`config.mk`:
```
export PLATFORM = sky130hd
export DESIGN_NAME = ppt_dp
export DESIGN_NICKNAME = d
export VERILOG_FILES = /design/src/rtl/core/ppt_pkg.sv /design/src/rtl/core/ppt_dp.sv
export SDC_FILE = /design/constraint.sdc
export NUM_CORES = 1
export LEC_CHECK = 0
export BUFFER_PORTS_ARGS = -buffer_cell sky130_fd_sc_hd__buf_2
export CORE_MARGIN = 4
export CORE_UTILIZATION = 45
export DETAILED_ROUTE_END_ITERATION = 6
export SKIP_CTS_REPAIR_TIMING = 1
export SYNTH_ARGS = -nofsm -noshare
export SYNTH_HDL_FRONTEND = slang
export SYNTH_SLANG_ARGS = --single-unit
```
`constraint.sdc`:
```
create_clock -name clk -period 43.4 [get_ports clk]
set_input_delay 8.68 -clock clk [delete_from_list [all_inputs] [get_ports clk]]
set_output_delay 8.68 -clock clk [all_outputs]
set_load 0.01 [all_outputs]
```
`src/rtl/core/ppt_pkg.sv`:
```
// ----------------------------------------------------------------------------
// ppt_pkg: shared definitions for the palindromic prime test
// Widths, divider sizing, constants and the command and status structs that
// join the controller to the datapath.
// ----------------------------------------------------------------------------
`default_nettype none

package ppt_pkg;

  // Width of the number under test.
  localparam int VALUE_W = 17;
  // Divisor width: the largest divisor reached is 363, whose square exceeds any 17-bit value.
  localparam int DIV_W   = 9;
  // Width of the divisor square.
  localparam int DSQ_W   = 18;
  // Width of the reversed number: up to six digits of reversal.
  localparam int REV_W   = 20;

  // Remainder unit: restoring steps per cycle and cycles per divisor.
  localparam int DIV_STEPS  = 6;
  localparam int DIV_CHUNKS = 3;
  localparam int PAD_W      = DIV_STEPS * DIV_CHUNKS;
  localparam int CHUNK_W    = (DIV_CHUNKS > 1) ? $clog2(DIV_CHUNKS) : 1;

  // Division by ten through a reciprocal; exact for every 17-bit value.
  localparam int RECIP_W     = 16;
  localparam int RECIP_10    = 52429;
  localparam int RECIP_SHIFT = 19;

  // Default number of decimal digits in the palindrome range.
  localparam int MAX_DIGITS_DEF = 5;

  // Ten to the power n, evaluated at elaboration.
  function automatic logic [31:0] pow10(input int n);
    logic [31:0] p;
    p = 32'd1;
    for (int k = 0; k < n; k++) begin
      p = p * 32'd10;
    end
    return p;
  endfunction

  // Commands from the controller to the datapath.
  typedef struct packed {
    logic load;     // capture a new number and restart both tests
    logic step;     // run one chunk of the remainder calculation
    logic first;    // this chunk is the first for the current divisor
    logic advance;  // move on to the next divisor
  } ppt_cmd_t;

  // Status from the datapath to the controller.
  typedef struct packed {
    logic below_two; // number is zero or one
    logic sq_over;   // divisor squared exceeds the number
    logic rem_zero;  // remainder out of the current chunk is zero
    logic pal_done;  // palindrome test finished
    logic pal;       // palindrome verdict, valid with pal_done
  } ppt_sts_t;

endpackage

`default_nettype wire

```
`src/rtl/core/ppt_dp.sv`:
```
// ----------------------------------------------------------------------------
// ppt_dp: datapath of the palindromic prime test
// Holds the number, the trial divisor and its square, a chunked restoring
// remainder unit and a one-digit-per-cycle decimal reversal unit.
// ----------------------------------------------------------------------------
`default_nettype none

module ppt_dp #(
  parameter int MAX_DIGITS = ppt_pkg::MAX_DIGITS_DEF
) (
  input  wire logic                         clk,
  input  wire logic                         rst_n,
  input  wire logic [ppt_pkg::VALUE_W-1:0]  value,
  input  wire ppt_pkg::ppt_cmd_t            cmd,
  output ppt_pkg::ppt_sts_t                 sts
);

  localparam logic [31:0] LIMIT = ppt_pkg::pow10(MAX_DIGITS);
  localparam int PROD_W = ppt_pkg::VALUE_W + ppt_pkg::RECIP_W;

  logic [ppt_pkg::VALUE_W-1:0] v_r;
  logic [ppt_pkg::DIV_W-1:0]   d_r,   d_nxt;
  logic [ppt_pkg::DSQ_W-1:0]   dsq_r, dsq_nxt;
  logic [ppt_pkg::PAD_W-1:0]   sh_r,  sh_nxt;
  logic [ppt_pkg::DIV_W-1:0]   rem_r, rem_nxt;

  logic [ppt_pkg::VALUE_W-1:0] rest_r, rest_nxt;
  logic [ppt_pkg::REV_W-1:0]   rev_r,  rev_nxt;
  logic                        in_range_r;
  logic                        pal_done_r, pal_done_nxt;
  logic                        pal_r, pal_nxt;

  logic [ppt_pkg::PAD_W-1:0]   src;
  logic [ppt_pkg::DIV_W:0]     t;
  logic [PROD_W-1:0]           prod;
  logic [ppt_pkg::VALUE_W-1:0] quot;
  logic [ppt_pkg::VALUE_W-1:0] quot10;
  logic [3:0]                  digit;

  // Remainder unit: a few restoring steps per cycle, most significant bit first.
  always_comb begin
    src     = cmd.first ? ppt_pkg::PAD_W'(v_r) : sh_r;
    rem_nxt = cmd.first ? '0 : rem_r;
    t       = '0;
    for (int i = 0; i < ppt_pkg::DIV_STEPS; i++) begin
      t = {rem_nxt, src[ppt_pkg::PAD_W-1-i]};
      if (t >= {1'b0, d_r}) begin
        t = t - {1'b0, d_r};
      end
      rem_nxt = t[ppt_pkg::DIV_W-1:0];
    end
    sh_nxt = src << ppt_pkg::DIV_STEPS;
  end

  // Next divisor: three follows two, then odd divisors only.
  always_comb begin
    if (d_r == ppt_pkg::DIV_W'(2)) begin
      d_nxt   = ppt_pkg::DIV_W'(3);
      dsq_nxt = ppt_pkg::DSQ_W'(9);
    end else begin
      d_nxt   = d_r + ppt_pkg::DIV_W'(2);
      dsq_nxt = dsq_r + (ppt_pkg::DSQ_W'(d_r) << 2) + ppt_pkg::DSQ_W'(4);
    end
  end

  // Decimal reversal: peel the lowest digit by a reciprocal multiply.
  always_comb begin
    prod    = rest_r * ppt_pkg::RECIP_W'(ppt_pkg::RECIP_10);
    quot    = ppt_pkg::VALUE_W'(prod >> ppt_pkg::RECIP_SHIFT);
    quot10  = (quot << 3) + (quot << 1);
    digit   = 4'(rest_r - quot10);
    rev_nxt = (rev_r << 3) + (rev_r << 1) + ppt_pkg::REV_W'(digit);
    rest_nxt     = quot;
    pal_done_nxt = pal_done_r;
    pal_nxt      = pal_r;
    if (!pal_done_r && rest_r == '0) begin
      pal_done_nxt = 1'b1;
      pal_nxt      = in_range_r && (rev_r == ppt_pkg::REV_W'(v_r));
    end
  end

  // Divisor, square and remainder registers.
  always_ff @(posedge clk) begin
    if (!rst_n) begin
      d_r   <= ppt_pkg::DIV_W'(2);
      dsq_r <= ppt_pkg::DSQ_W'(4);
    end else if (cmd.load) begin
      d_r   <= ppt_pkg::DIV_W'(2);
      dsq_r <= ppt_pkg::DSQ_W'(4);
    end else if (cmd.advance) begin
      d_r   <= d_nxt;
      dsq_r <= dsq_nxt;
    end
  end

  always_ff @(posedge clk) begin
    if (cmd.load) begin
      v_r        <= value;
      in_range_r <= (32'(value) < LIMIT);
    end
    if (cmd.step) begin
      rem_r <= rem_nxt;
      sh_r  <= sh_nxt;
    end
  end

  // Reversal registers.
  always_ff @(posedge clk) begin
    if (!rst_n) begin
      pal_done_r <= 1'b1;
      pal_r      <= 1'b0;
    end else if (cmd.load) begin
      pal_done_r <= 1'b0;
      pal_r      <= 1'b0;
    end else begin
      pal_done_r <= pal_done_nxt;
      pal_r      <= pal_nxt;
    end
  end

  always_ff @(posedge clk) begin
    if (cmd.load) begin
      rest_r <= value;
      rev_r  <= '0;
    end else if (!pal_done_r) begin
      rest_r <= rest_nxt;
      rev_r  <= rev_nxt;
    end
  end

  // Status towards the controller.
  assign sts.below_two = (v_r[ppt_pkg::VALUE_W-1:1] == '0);
  assign sts.sq_over   = (dsq_r > ppt_pkg::DSQ_W'(v_r));
  assign sts.rem_zero  = (rem_nxt == '0);
  assign sts.pal_done  = pal_done_r;
  assign sts.pal       = pal_r;

  // The square register tracks the divisor exactly.
  a_dsq_tracks: assert property (@(posedge clk) disable iff (!rst_n)
    dsq_r == ppt_pkg::DSQ_W'(d_r) * ppt_pkg::DSQ_W'(d_r))
    else $error("divisor square out of step with divisor");

  // Once finished, the palindrome verdict holds until the next number.
  a_pal_holds: assert property (@(posedge clk) disable iff (!rst_n)
    pal_done_r && !cmd.load |=> pal_done_r && $stable(pal_r))
    else $error("palindrome verdict changed without a new number");

  // A load always restarts the reversal.
  a_load_restarts: assert property (@(posedge clk) disable iff (!rst_n)
    cmd.load |=> !pal_done_r)
    else $error("palindrome test not restarted by a load");

endmodule

`default_nettype wire

```
==> results.txt <==
Kind of critical path -> in -> out
Grt met1 use -> 25.7%
Synth-to-Final Area Change -> 6.16%
Initial DRC Count -> 382
Worst path slowest cell -> nand4bb_1
Worst hold path stage count -> 2
Synth Area in Compound Gates -> 10.8%
RSZ-0062 raised after global routing -> false
Core area -> 0.0296 mm^2
Worst Path Required -> 34720 ps
Gr ovfl total -> 0
Total Nets Final -> 1815
Residual DRC -> 0
CP Max Fanout -> 24
Placer Congestion -> 0.884
Yosys warns -> 0
Final wirelength -> 30900 um
Tightest Pin Transition -> 1030 ps
Fin crit period -> 33180 ps
Hold Crit Class -> reg -> reg
Synth top area cells -> ha_1 (25%), fa_1 (14%), edfxtp_1 (12%)
Num CTS Buffers -> 9
Largest family of logic cells by synthesized area -> adder cells
Synth Area per Inst -> 9.60 um^2
Mapped Cells -> 1410
Routing usage on met2 -> 33.1%
CTS tree -> yes
Final ANT Viol Nets -> 0
TNS Setup -> 0 ps
# clock sinks -> 103
Grt met3 use -> 2.06%
Worst R2R Start -> d_r[1]$_SDFFE_PP1P_
Root buf cell -> clkbuf_16
Post-synth EDFFs -> 56
Buf/Inv on CP -> 4
Hold path startpoint -> rev_r[19]$_SDFFE_PP0N_
# IOs -> 28
Synth Flop Type -> edfxtp_1
Die width -> 181 um
Max-cap violations -> 0
R2R setup slack -> 28270 ps
Worst Path Arrival -> 24500 ps
CP peak stage delay -> 630 ps
Largest net degree at the start of global routing -> 68
Layout cell share with drive strength beyond 1 -> 7.33%
Drt via density -> 5.37
Number of global-route vias before repair -> 10200
Adder-Cell Fraction of Synth Area -> 39.1%
Clk_lat worst skew -> 360 ps
Drt first pass iters -> 5
Drt wl/cell -> 17.0 um
Gr busiest metal -> met2
Gr usage total -> 19.1%
CP delay by family, top -> compound AO/OA/AOI/OAI gates
Detailed placement HPWL -> 25500 um
Global-route wire length before repair -> 51500 um
Vias -> 9800
Worst Hold Endpoint -> rev_r[19]$_SDFFE_PP0N_
Port Buf Inserts -> 27
CP endpoint kind -> output pin
Critical path launch point type -> input pin
Period utilization -> 76.4%
Status -> completed
Max-slew violations -> 0
Clock-pin transition on the worst setup and hold timing paths -> 80 ps
Worst slew margin -> 31.3%
Fraction of registers with async set/reset -> 0%
Initial Utilization -> 45.7%
Synth unique cells -> 74
Htree depth -> 3
Synthesized area -> 0.0135 mm^2
Clk_skew -> 10.7 ps
Fill count -> 2854
Final setup vio count -> 0
Post-synthesis simple-gate area fraction -> 11.2%
Reg2reg end -> rem_r[7]$_DFFE_PP_
Area leader, netlist -> ha_1
Share of the synthesized area in the top cell type -> 24.7%
Clock buffer depth -> 2
Reg2Reg Depth -> 56
Synth Area in XOR/XNOR -> 7.05%
F_max -> 30.1 MHz
Synth Net Count -> 1797
Mux cell area share after synthesis -> 5.36%
DIE AREA -> 0.0329 mm^2
Num rows -> 63
Die height -> 181 um
Initial antenna violation count -> 1
Sequential fraction of the synthesis area -> 19.4%
Final hold vios -> 0
#FFs+latches synth -> 103
-- cell type report --
type / count / area [um^2] / area share, %
sequential: 103 / 2620 / 18.3
timing repair buffer: 30 / 158 / 1.10
antenna: 1 / 2.50 / 0.0174
tap: 390 / 488 / 3.40
inverter: 224 / 841 / 5.85
clock buffer: 9 / 225 / 1.57
clock inverter: 7 / 76.3 / 0.531
multi-input combinational: 1060 / 9950 / 69.3
-- synthesized netlist by cell type (3+ instances only) --
master	n
ha_1	267
inv_1	224
fa_1	97
nor2_1	96
a21oi_1	71
xnor2_1	71
edfxtp_1	56
nand2_1	53
dfxtp_1	47
mux2_2	40
xor2_1	38
o21ai_0	33
a21o_1	27
nor2b_1	25
nand3_1	21
nand4_1	21
mux2i_1	20
nand2b_1	17
nor3_1	16
o21bai_1	14
clkbuf_1	11
nor4_1	9
o21a_1	9
and2_1	8
a22oi_1	7
o211ai_1	7
o31ai_1	7
a211oi_1	6
a31oi_1	5
and3_1	5
and4_1	5
buf_4	5
mux2_4	5
a21boi_0	4
nand3b_1	4
a211o_1	3
buf_1	3
buf_2	3
o22ai_1	3
or2_2	3
-- per-stage QoR --
stage / hold WS, ps / setup slack [ps] / instance area, um^2 / std cells / utilization [%]
finish: 482 / 10220 / 14400 / 1824 / 48.5
CTS: 482 / 10440 / 14400 / 1823 / 48.5
global placement: 458 / 10710 / 14100 / 1807 / 47.5
floorplan: 449 / 12960 / 13500 / 1410 / -
detailed placement: 471 / 10510 / 14100 / 1807 / 47.5
global route: 527 / 8990 / 14400 / 1824 / 48.5
-- worst max-delay path by stage --
stage / end / slack, ps / cells past startpoint / start
global route: sts[2] / 8990 / 62 / cmd[1]
finish: sts[2] / 10220 / 62 / cmd[1]
detailed placement: sts[2] / 10510 / 62 / cmd[1]
global placement: sts[2] / 10710 / 62 / cmd[1]
CTS: sts[2] / 10440 / 62 / cmd[1]
floorplan: sts[2] / 12960 / 64 / cmd[1]
-- per-layer routing --
layer	wire length [um]	vias to the layer above
met1	14600	4683
met5	0	-
li1	-	4899
met4	751	0
met2	14700	169
met3	854	49
-- flip-flops by register name (all words and copies together), names as in the netlist --
register and cells:
rev_r 20, dsq_r 17, rest_r 17, v_r 17, sh_r 12, rem_r 9, d_r 8, in_range_r 1
pal_done_r 1, pal_r 1
-- cells in the final DEF (no fill, tap or decap), types with 6 or more instances in the layout --
master	synthesis	layout
a211oi_1	6	6
nand4_1	21	21
xnor2_1	71	71
and2_1	8	8
nor4_1	9	9
o21ai_0	33	33
a21oi_1	71	71
o211ai_1	7	7
nor2b_1	25	25
fa_1	97	97
nand2_1	53	53
mux2i_1	20	20
xor2_1	38	38
o21a_1	9	9
a21o_1	27	27
nand2b_1	17	17
nor3_1	16	16
clkbuf_16	0	9
buf_2	3	27
o31ai_1	7	7
ha_1	267	267
edfxtp_1	56	56
nor2_1	96	96
a22oi_1	7	7
mux2_2	40	40
o21bai_1	14	14
nand3_1	21	21
dfxtp_1	47	47
inv_1	224	224
-- cell families (layout without fill, tap and decap cells) --
kind of cell,count (synthesis),after routing
other,0,1
adder cells (fa/ha/maj),365,365
flip-flops,103,103
XOR/XNOR,109,109
buffers and inverters,247,270
AO/OA/AOI/OAI,221,221
multiplexers,65,65
AND/OR/NAND/NOR,300,300
-- tightest hold or removal path, stage by stage, from the launching register on --
cell,delay [ps]
dfxtp_1,320
inv_1,50
o22ai_1,70
Power is not shown: default switching activity piles up to over one toggle a cycle in this logic, so the estimate is an artifact.
